## src/rtl/core/wmmd_pkg.sv

```systemverilog
// ----------------------------------------------------------------------------
// wmmd_pkg: shared constants and types for the min/max waveform decimator
// Field widths, register codes, reset values and divider handshake structs.
// ----------------------------------------------------------------------------
package wmmd_pkg;

  localparam int SAMPLE_BITS = 16;
  localparam int COORD_BITS  = 12;
  localparam int COUNT_BITS  = 24;

  localparam int SPAN_BITS   = 12;
  localparam int VIEW_BITS   = 24;
  localparam int MID_BITS    = 11;
  localparam int GAIN_BITS   = 15;
  localparam int GAIN_FRAC   = 15;

  localparam int CFG_IDX_BITS  = 2;
  localparam int CFG_DATA_BITS = 24;

  localparam logic [CFG_IDX_BITS-1:0] REG_PIXEL_SPAN      = 2'd0;
  localparam logic [CFG_IDX_BITS-1:0] REG_SAMPLES_IN_VIEW = 2'd1;
  localparam logic [CFG_IDX_BITS-1:0] REG_MID_HEIGHT      = 2'd2;
  localparam logic [CFG_IDX_BITS-1:0] REG_AMPLITUDE_GAIN  = 2'd3;

  localparam logic [SPAN_BITS-1:0] RST_PIXEL_SPAN      = SPAN_BITS'(510);
  localparam logic [VIEW_BITS-1:0] RST_SAMPLES_IN_VIEW = VIEW_BITS'(1024);
  localparam logic [MID_BITS-1:0]  RST_MID_HEIGHT      = MID_BITS'(128);
  localparam logic [GAIN_BITS-1:0] RST_AMPLITUDE_GAIN  = GAIN_BITS'(29491);

  localparam int Y_SHIFT   = SAMPLE_BITS - 1 + GAIN_FRAC;
  localparam int PROD_BITS = SAMPLE_BITS + GAIN_BITS + MID_BITS;
  localparam int MULB_BITS = ((GAIN_BITS > MID_BITS) ? GAIN_BITS : MID_BITS) + 1;
  localparam int NUM_BITS  = ((PROD_BITS + 2) > (Y_SHIFT + COORD_BITS + 2)) ?
                             (PROD_BITS + 2) : (Y_SHIFT + COORD_BITS + 2);
  localparam int CMP_BITS  = ((COUNT_BITS > VIEW_BITS) ? COUNT_BITS : VIEW_BITS) + 1;
  localparam int DIV_CNT_BITS = $clog2(SPAN_BITS + 1);

  localparam logic signed [SAMPLE_BITS-1:0] SAMPLE_MAX = {1'b0, {(SAMPLE_BITS-1){1'b1}}};
  localparam logic signed [SAMPLE_BITS-1:0] SAMPLE_MIN = {1'b1, {(SAMPLE_BITS-1){1'b0}}};
  localparam logic [COUNT_BITS-1:0]         COUNT_MAX  = {COUNT_BITS{1'b1}};

  typedef struct packed {
    logic                 start;
    logic [SPAN_BITS-1:0] dividend;
    logic [VIEW_BITS-1:0] divisor;
  } div_req_t;

  typedef struct packed {
    logic                 busy;
    logic                 done;
    logic [SPAN_BITS-1:0] quotient;
    logic [VIEW_BITS-1:0] remainder;
  } div_rsp_t;

endpackage

```

## src/rtl/core/wmmd_divider.sv

```systemverilog
// ----------------------------------------------------------------------------
// wmmd_divider: iterative restoring divider
// One quotient bit per cycle; gives span / view and span % view.
// ----------------------------------------------------------------------------
module wmmd_divider (
  input  logic               clk,
  input  logic               rst,
  input  wmmd_pkg::div_req_t req,
  output wmmd_pkg::div_rsp_t rsp
);
  import wmmd_pkg::*;

  logic [SPAN_BITS-1:0]    dq;
  logic [VIEW_BITS-1:0]    rem;
  logic [VIEW_BITS-1:0]    dvs;
  logic [DIV_CNT_BITS-1:0] cnt;
  logic                    done;
  logic [VIEW_BITS:0]      trial;
  logic                    ge;

  assign trial = {rem, dq[SPAN_BITS-1]};
  assign ge    = trial >= {1'b0, dvs};

  always_ff @(posedge clk) begin
    if (rst) begin
      cnt  <= '0;
      done <= 1'b0;
    end else begin
      done <= 1'b0;
      if (req.start) begin
        cnt <= DIV_CNT_BITS'(SPAN_BITS);
      end else if (cnt != '0) begin
        cnt <= cnt - DIV_CNT_BITS'(1);
        if (cnt == DIV_CNT_BITS'(1)) begin
          done <= 1'b1;
        end
      end
    end
  end

  always_ff @(posedge clk) begin
    if (req.start) begin
      dq  <= req.dividend;
      rem <= '0;
      dvs <= req.divisor;
    end else if (cnt != '0) begin
      rem <= ge ? VIEW_BITS'(trial - {1'b0, dvs}) : trial[VIEW_BITS-1:0];
      dq  <= {dq[SPAN_BITS-2:0], ge};
    end
  end

  assign rsp.busy      = cnt != '0;
  assign rsp.done      = done;
  assign rsp.quotient  = dq;
  assign rsp.remainder = rem;

endmodule

```

## src/rtl/core/waveform_min_max_decimator.sv

```systemverilog
// ----------------------------------------------------------------------------
// waveform_min_max_decimator: min/max decimation of samples into segments
// Tracks column min/max per pixel and emits vertical and joining segments.
//
//   channel  direction  handshake           payload
//   in       to block   in_valid/in_stall   sample, trace_start
//   out      from block out_valid/out_stall x_from, y_from, x_to, y_to,
//                                           last_segment
//   cfg      to block   cfg_we              cfg_index, cfg_data
//
// A sample that stays in its column passes through S_UPD only; a column change
// also runs S_MA, S_MB and S_FIN for each row in the one shared multiplier,
// 2 rows (joining segment only) or 4 rows (with min/max segment), then emits
// each segment in S_EMIT. A trace-start item waits for the bit-serial divider.
// Reset is synchronous; in_stall is high while an item is in work, and a
// finished segment waits in the output register while out_stall is high.
// ----------------------------------------------------------------------------
module waveform_min_max_decimator (
  input  logic                                 clk,
  input  logic                                 rst,
  input  logic                                 in_valid,
  output logic                                 in_stall,
  input  logic signed [wmmd_pkg::SAMPLE_BITS-1:0] sample,
  input  logic                                 trace_start,
  output logic                                 out_valid,
  input  logic                                 out_stall,
  output logic [wmmd_pkg::COORD_BITS-1:0]      x_from,
  output logic [wmmd_pkg::COORD_BITS-1:0]      y_from,
  output logic [wmmd_pkg::COORD_BITS-1:0]      x_to,
  output logic [wmmd_pkg::COORD_BITS-1:0]      y_to,
  output logic                                 last_segment,
  input  logic                                 cfg_we,
  input  logic [wmmd_pkg::CFG_IDX_BITS-1:0]    cfg_index,
  input  logic [wmmd_pkg::CFG_DATA_BITS-1:0]   cfg_data
);
  import wmmd_pkg::*;

  typedef enum logic [6:0] {
    S_IDLE = 7'b0000001,
    S_DIV  = 7'b0000010,
    S_UPD  = 7'b0000100,
    S_MA   = 7'b0001000,
    S_MB   = 7'b0010000,
    S_FIN  = 7'b0100000,
    S_EMIT = 7'b1000000
  } state_t;

  localparam logic [1:0] ROW_MIN  = 2'd0;
  localparam logic [1:0] ROW_MAX  = 2'd1;
  localparam logic [1:0] ROW_PREV = 2'd2;
  localparam logic [1:0] ROW_CUR  = 2'd3;

  state_t state;

  logic [SPAN_BITS-1:0] pixel_span;
  logic [VIEW_BITS-1:0] samples_in_view;
  logic [MID_BITS-1:0]  mid_height;
  logic [GAIN_BITS-1:0] amplitude_gain;

  logic signed [SAMPLE_BITS-1:0] previous_sample;
  logic signed [SAMPLE_BITS-1:0] column_minimum;
  logic signed [SAMPLE_BITS-1:0] column_maximum;
  logic [COUNT_BITS-1:0]         column_sample_count;
  logic [COORD_BITS-1:0]         column_position;
  logic [COUNT_BITS-1:0]         position_remainder;
  logic [COORD_BITS-1:0]         step_quotient;
  logic [COUNT_BITS-1:0]         step_remainder;

  logic signed [SAMPLE_BITS-1:0] cur;
  logic signed [SAMPLE_BITS-1:0] seg_val [4];
  logic [COORD_BITS-1:0]         y_row [4];
  logic [1:0]                    idx;
  logic                          vert;
  logic                          emit_first;
  logic [COORD_BITS-1:0]         x_left;
  logic [COORD_BITS-1:0]         x_right;
  logic signed [PROD_BITS-1:0]   prod;

  div_req_t div_req;
  div_rsp_t div_rsp;

  logic                          in_acc;
  logic                          out_free;
  logic [VIEW_BITS-1:0]          n_eff;
  logic signed [SAMPLE_BITS-1:0] mn_a, mn_b, mx_a, mx_b;
  logic [COUNT_BITS-1:0]         cnt_inc;
  logic [CMP_BITS-1:0]           rem_sum;
  logic                          carry;
  logic [COUNT_BITS-1:0]         rem_new;
  logic                          advance_nz;
  logic [COORD_BITS-1:0]         x_next;

  logic signed [PROD_BITS-1:0]           mul_a;
  logic signed [MULB_BITS-1:0]           mul_b;
  logic signed [PROD_BITS+MULB_BITS-1:0] mul_p;
  logic signed [NUM_BITS-1:0]            num;
  logic [NUM_BITS-Y_SHIFT-1:0]           yq;
  logic [COORD_BITS-1:0]                 y_sat;

  assign in_stall = state != S_IDLE;
  assign in_acc   = in_valid && !in_stall;
  assign out_free = !out_valid || !out_stall;
  assign n_eff    = (samples_in_view == '0) ? VIEW_BITS'(1) : samples_in_view;

  assign div_req.start    = in_acc && trace_start;
  assign div_req.dividend = pixel_span;
  assign div_req.divisor  = n_eff;

  wmmd_divider u_div (
    .clk (clk),
    .rst (rst),
    .req (div_req),
    .rsp (div_rsp)
  );

  // Column statistics and position step
  always_comb begin
    mn_a       = (previous_sample < column_minimum) ? previous_sample : column_minimum;
    mn_b       = (cur < mn_a) ? cur : mn_a;
    mx_a       = (previous_sample > column_maximum) ? previous_sample : column_maximum;
    mx_b       = (cur > mx_a) ? cur : mx_a;
    cnt_inc    = (column_sample_count < COUNT_MAX) ?
                 column_sample_count + COUNT_BITS'(1) : column_sample_count;
    rem_sum    = CMP_BITS'(position_remainder) + CMP_BITS'(step_remainder);
    carry      = rem_sum >= CMP_BITS'(n_eff);
    rem_new    = carry ? COUNT_BITS'(rem_sum - CMP_BITS'(n_eff)) : COUNT_BITS'(rem_sum);
    advance_nz = (step_quotient != '0) || carry;
    x_next     = column_position + step_quotient + COORD_BITS'(carry);
  end

  // Shared multiplier: sample times gain, then times mid height
  always_comb begin
    case (state)
      S_MB: begin
        mul_a = prod;
        mul_b = MULB_BITS'(mid_height);
      end
      default: begin
        mul_a = PROD_BITS'(seg_val[idx]);
        mul_b = MULB_BITS'(amplitude_gain);
      end
    endcase
  end

  assign mul_p = mul_a * mul_b;

  // Row from product: mid minus scaled value, clamped to the coordinate range
  always_comb begin
    num = NUM_BITS'({1'b0, mid_height, {Y_SHIFT{1'b0}}}) - NUM_BITS'(prod);
    yq  = num[NUM_BITS-1:Y_SHIFT];
    if (num[NUM_BITS-1]) begin
      y_sat = '0;
    end else if ((yq >> COORD_BITS) != '0) begin
      y_sat = '1;
    end else begin
      y_sat = yq[COORD_BITS-1:0];
    end
  end

  // Control and architectural state
  always_ff @(posedge clk) begin
    if (rst) begin
      state               <= S_IDLE;
      pixel_span          <= RST_PIXEL_SPAN;
      samples_in_view     <= RST_SAMPLES_IN_VIEW;
      mid_height          <= RST_MID_HEIGHT;
      amplitude_gain      <= RST_AMPLITUDE_GAIN;
      previous_sample     <= '0;
      column_minimum      <= SAMPLE_MAX;
      column_maximum      <= SAMPLE_MIN;
      column_sample_count <= '0;
      column_position     <= '0;
      position_remainder  <= '0;
      step_quotient       <= '0;
      step_remainder      <= '0;
      out_valid           <= 1'b0;
      idx                 <= ROW_MIN;
      vert                <= 1'b0;
      emit_first          <= 1'b0;
    end else begin
      if (cfg_we) begin
        case (cfg_index)
          REG_PIXEL_SPAN:      pixel_span      <= cfg_data[SPAN_BITS-1:0];
          REG_SAMPLES_IN_VIEW: samples_in_view <= cfg_data[VIEW_BITS-1:0];
          REG_MID_HEIGHT:      mid_height      <= cfg_data[MID_BITS-1:0];
          REG_AMPLITUDE_GAIN:  amplitude_gain  <= cfg_data[GAIN_BITS-1:0];
          default: ;
        endcase
      end

      if (state == S_EMIT && out_free) begin
        out_valid <= 1'b1;
      end else if (!out_stall) begin
        out_valid <= 1'b0;
      end

      case (state)
        S_IDLE: begin
          if (in_acc) begin
            if (trace_start) begin
              column_position     <= '0;
              position_remainder  <= '0;
              column_minimum      <= SAMPLE_MAX;
              column_maximum      <= SAMPLE_MIN;
              column_sample_count <= '0;
              previous_sample     <= sample;
              state               <= S_DIV;
            end else begin
              state <= S_UPD;
            end
          end
        end
        S_DIV: begin
          if (div_rsp.done) begin
            step_quotient  <= COORD_BITS'(div_rsp.quotient);
            step_remainder <= COUNT_BITS'(div_rsp.remainder);
            state          <= S_IDLE;
          end
        end
        S_UPD: begin
          column_position    <= x_next;
          position_remainder <= rem_new;
          previous_sample    <= cur;
          if (advance_nz) begin
            column_minimum      <= SAMPLE_MAX;
            column_maximum      <= SAMPLE_MIN;
            column_sample_count <= '0;
            vert                <= cnt_inc > COUNT_BITS'(1);
            idx                 <= (cnt_inc > COUNT_BITS'(1)) ? ROW_MIN : ROW_PREV;
            state               <= S_MA;
          end else begin
            column_minimum      <= mn_b;
            column_maximum      <= mx_b;
            column_sample_count <= cnt_inc;
            state               <= S_IDLE;
          end
        end
        S_MA: begin
          state <= S_MB;
        end
        S_MB: begin
          state <= S_FIN;
        end
        S_FIN: begin
          if (idx == ROW_CUR) begin
            emit_first <= vert;
            state      <= S_EMIT;
          end else begin
            idx   <= idx + 2'(1);
            state <= S_MA;
          end
        end
        S_EMIT: begin
          if (out_free) begin
            if (emit_first) begin
              emit_first <= 1'b0;
            end else begin
              state <= S_IDLE;
            end
          end
        end
        default: begin
          state <= S_IDLE;
        end
      endcase
    end
  end

  // Datapath registers
  always_ff @(posedge clk) begin
    if (in_acc) begin
      cur <= sample;
    end
    if (state == S_UPD) begin
      seg_val[ROW_MIN]  <= mn_b;
      seg_val[ROW_MAX]  <= mx_b;
      seg_val[ROW_PREV] <= previous_sample;
      seg_val[ROW_CUR]  <= cur;
      x_left            <= column_position;
      x_right           <= x_next;
    end
    if (state == S_MA || state == S_MB) begin
      prod <= mul_p[PROD_BITS-1:0];
    end
    if (state == S_FIN) begin
      y_row[idx] <= y_sat;
    end
    if (state == S_EMIT && out_free) begin
      x_from <= x_left;
      if (emit_first) begin
        y_from       <= y_row[ROW_MIN];
        x_to         <= x_left;
        y_to         <= y_row[ROW_MAX];
        last_segment <= 1'b0;
      end else begin
        y_from       <= y_row[ROW_PREV];
        x_to         <= x_right;
        y_to         <= y_row[ROW_CUR];
        last_segment <= 1'b1;
      end
    end
  end

  a_vertical_same_column: assert property (@(posedge clk) disable iff (rst)
    out_valid && !last_segment |-> x_from == x_to)
    else $error("min/max segment spans two columns");

  a_div_only_in_div: assert property (@(posedge clk) disable iff (rst)
    state != S_DIV |-> !div_rsp.busy)
    else $error("divider busy outside divide phase");

  a_out_from_emit: assert property (@(posedge clk) disable iff (rst)
    $rose(out_valid) |-> $past(state == S_EMIT))
    else $error("segment loaded outside emit phase");

  a_column_cleared: assert property (@(posedge clk) disable iff (rst)
    state == S_MA |-> column_sample_count == '0)
    else $error("column statistics not cleared on column change");

endmodule
```

## config.mk

```make
export PLATFORM = sky130hd
export DESIGN_NAME = waveform_min_max_decimator
export DESIGN_NICKNAME = d
export VERILOG_FILES = /design/src/rtl/core/wmmd_pkg.sv /design/src/rtl/core/wmmd_divider.sv /design/src/rtl/core/waveform_min_max_decimator.sv
export SDC_FILE = /design/constraint.sdc
export NUM_CORES = 2
export LEC_CHECK = 0
export BUFFER_PORTS_ARGS = -buffer_cell sky130_fd_sc_hd__clkbuf_2
export CAP_MARGIN = 10
export CORE_MARGIN = 1.5
export CORE_UTILIZATION = 64
export DETAILED_ROUTE_END_ITERATION = 10
export PLACE_DENSITY = 0.91
export SETUP_SLACK_MARGIN = 0.05
export SLEW_MARGIN = 30
export SYNTH_ARGS = -nofsm -noshare
export SYNTH_HDL_FRONTEND = slang
export SYNTH_HIERARCHICAL = 1
export SYNTH_SLANG_ARGS = --single-unit
```

## constraint.sdc

```tcl
create_clock -name clk -period 8.8 [get_ports clk]
set_input_delay 1.76 -clock clk [delete_from_list [all_inputs] [get_ports clk]]
set_output_delay 1.76 -clock clk [all_outputs]
set_load 0.03 [all_outputs]
```

==> flow_summary.json <==
{
  "synth-simple-area-share": 0.1502,
  "gp_congestion": 1.067,
  "cts_setup_buffers": 0,
  "areaGrowthSynthToFinish_pct": 7.079,
  "boundaryPins": 99,
  "wirelength_met1_mm": 43.85,
  "violations": "DRC",
  "clock_path_buffers": 3,
  "synthXorXnorAreaFrac": 0.02898,
  "end_kind": "register",
  "drt_first_pass_iters": 11,
  "nNetsFinal": 5332,
  "run_status": "finished with violations",
  "highest_layer": "met5",
  "required_ns": 9.17,
  "path_buf_inv": 5,
  "min_path_type": "register to register",
  "die_h_um": 262.8,
  "utilization": 0.6902,
  "std_cell_rows": 95,
  "crit_path_top_delay_cell": "fa_1",
  "leakage_nw": 20.66,
  "worst_slew_pin_slew_ns": 0.9453,
  "yosysTopAreaCell": "fa_1",
  "grt_max_degree": 81,
  "ir_drop_mv": 0.5998,
  "ys_warn_count": 6,
  "synth_fa_ha_area_frac": 0.2721,
  "max_stage_delay_ns": 0.57,
  "dp_hpwl_mm": 90.53,
  "dieWidth_um": 262.8,
  "syn_area_per_cell_um2": 9.386,
  "drtIter0Drc": 4705,
  "muxShareOfSynthArea": 0.04239,
  "core_area_um2": 67040,
  "worst-path-max-fanout": 17,
  "grt_pass1_vias": 36060,
  "p_per_area_nw_per_um2": 350.7,
  "synthDominantCellAreaShare": 0.1960,
  "path_clk_slew_ns": 0.07,
  "synth-seq-area-share": 0.3092,
  "cp_top_family": "adder cells",
  "synth_area_leaders": "fa_1 (20%), edfxtp_1 (19%), dfxtp_1 (12%), ha_1 (7.6%), nand2_1 (6.3%)",
  "path_class": "register to register",
  "fin_ws_ns": 0.3159,
  "gr-total-overflow": 0,
  "cts_made_buffers": 54,
  "drt_wl_total_mm": 124.3,
  "max-slew-margin-rel": 0.3698,
  "fillers": 4521,
  "htreeDepth": 2,
  "track_usage": 0.3582,
  "grt_pass1_wl_mm": 194.3,
  "drive_gt1_frac": 0.08184,
  "synth_edf_count": 279,
  "period_minus_slack_ns": 8.484,
  "cp-start-kind": "register",
  "cp_data_arrival_time_ns": 8.86,
  "finalCritPeriodShare": 0.9641,
  "root_buffer": "clkbuf_16",
  "rrSetupSlack_ns": 0.32,
  "cts_sinks": 528,
  "ys_types": 100,
  "clock_latency_ns": 0.68,
  "crit_top_cell": "fa_1",
  "vias": 35540,
  "antenna_found_initial": 3,
  "hold_viol": 0,
  "wl_met3_mm": 15.25,
  "start_util": 0.6446,
  "cts_tree": "done",
  "synth_cells": 4604,
  "max_freq_mhz": 117.9,
  "io_buffers": 98,
  "register_area_um2": 13370,
  "wl_met2_mm": 56.34,
  "multi_input_area_um2": 26520,
  "syn_nets": 5338,
  "synth-compound-area-share": 0.1186,
  "ys.flop_type": "edfxtp_1",
  "routedWlPerCell_um": 22.52,
  "die_area_um2": 69090,
  "ant_nets": 0,
  "tns_ns": 0,
  "async_flop_share": 0,
  "cap_violations": 0,
  "finalClockSkew_ns": 0.07648,
  "drc": 1,
  "grt_setup_unrepaired": "false",
  "post-place-ws_ns": 0.4417,
  "synth_area_um2": 43210,
  "vias_per_cell": 6.439,
  "setup_violations": 0,
  "synth_top_family_by_area": "adder cells",
  "slew_violations": 0,
  "synth-seq-cells": 528
}
[worst register-to-register path, stage by stage (launching register included)]
cell	delay (ns)
dfxtp_1	0.34
nor3_1	0.33
nand2_1	0.11
nor3b_2	0.19
buf_4	0.26
nand2_1	0.08
nand2_1	0.53
buf_4	0.40
nand2_1	0.13
fa_1	0.57
fa_1	0.44
fa_1	0.54
inv_1	0.07
fa_1	0.47
fa_1	0.55
inv_1	0.06
fa_1	0.52
inv_1	0.04
ha_1	0.37
a21o_1	0.23
a21o_1	0.20
a21o_1	0.20
a2111oi_0	0.48
o21ai_0	0.17
o21ba_2	0.26
nor3_1	0.09
a2111oi_0	0.47
nor2_1	0.10
[final cells by class]
| cell class | count | area share |
|---|---|---|
| Tap cell | 873 | 0.02361 |
| Clock inverter | 33 | 0.007950 |
| Multi-Input combinational cell | 3200 | 0.5731 |
| Timing Repair Buffer | 162 | 0.02166 |
| Sequential cell | 528 | 0.2889 |
| Inverter | 652 | 0.05294 |
| Clock buffer | 68 | 0.03166 |
| Antenna cell | 3 | 0.0001622 |
[cells in the final DEF (no fill, tap or decap), types with 55 or more instances in the layout]
master       n
nand2_1    720
inv_1      649
fa_1       423
nor2_1     327
edfxtp_1   279
a21oi_1    266
ha_1       263
dfxtp_1    248
o21ai_0    101
xnor2_1     99
clkbuf_2    97
and3_1      92
a21o_1      85
mux2i_1     81
nand3_1     62
buf_4       62
nor3_1      59
mux2_2      56
clkbuf_16   55
[per-stage QoR]
step	hold WS, ns	instances	cell area, um^2	power, W
final	0.4224	5519	46270	0.01623
after global routing	0.4249	5519	46270	0.01737
after CTS	0.4177	5516	46240	0.01601
after detailed placement	0.4342	5415	44410	0.01354
after global placement	0.4250	5414	44400	0.01296
after floorplan	0.4204	4604	43210	0.01118
[per-layer routing]
layer | up-vias | global-route usage
met5 | - | 0
met4 | 2 | 0.2093
met3 | 688 | 0.1013
met2 | 2498 | 0.5702
met1 | 16990 | 0.4377
li1 | 15360 | -
[path summary, 6_finish.rpt]
kind               from          to  depth (start not counted)
max            state[0]    prod[39]                         27
min          x_left[11]  x_from[11]                          0
max reg2reg    state[0]    prod[39]                         27
min reg2reg  x_left[11]  x_from[11]                          0
[logic make-up after synthesis]
group,Yosys count
xor gates and xnor gates,143
buffers and inverters,876
muxes,156
DFF,528
AOI/OAI and AO/OA,758
adders and majority gates,686
and+or+nand+nor,1457
[state kept, by name (all words and copies together) (netlist names), 24 cells and up, named ones only]
name,cells
y_row,48
seg_val,64
prod,42
samples_in_view,24
u_div/dvs,24
u_div/rem,24
step_remainder,24
position_remainder,24
column_sample_count,24
[Yosys cell counts (9+ instances only)]
master,count
dfxtp_1,249
nand3_1,62
o21ai_0,101
a21oi_1,267
nor2b_1,20
nand4_1,32
fa_1,423
a211o_1,9
nand2_1,721
nand2b_1,24
and2_1,28
edfxtp_1,279
mux2i_1,84
a31oi_1,26
o21a_1,29
o21bai_1,11
a311oi_1,51
nor3_1,59
nor4_1,29
inv_1,650
ha_1,263
o211ai_1,15
or2_2,12
a22o_1,21
o31ai_1,9
nor2_1,328
mux4_2,16
mux2_2,56
a21o_1,85
xor2_1,44
buf_2,22
xnor2_1,99
clkbuf_1,168
a211oi_1,22
or3_1,9
and3_1,92
buf_1,18
a222oi_1,14
[timing repair]
| item | in CTS | in global routing |
|---|---|---|
| resized for setup | 0 | 1 |
| hold endpoints to repair | 0 | 0 |
| hold buffers | 0 | 0 |
| endpoints found under the setup margin | 0 | 2 |
[power breakdown]
group	switching, W	internal, W	leakage [nW]	total [W]
Clock	0.00107	0.00137	0.891	0.00244
Combinational	0.00611	0.00431	15.2	0.0104
Sequential	0.000161	0.00321	4.59	0.00337
(Power assumes the default switching activity.)
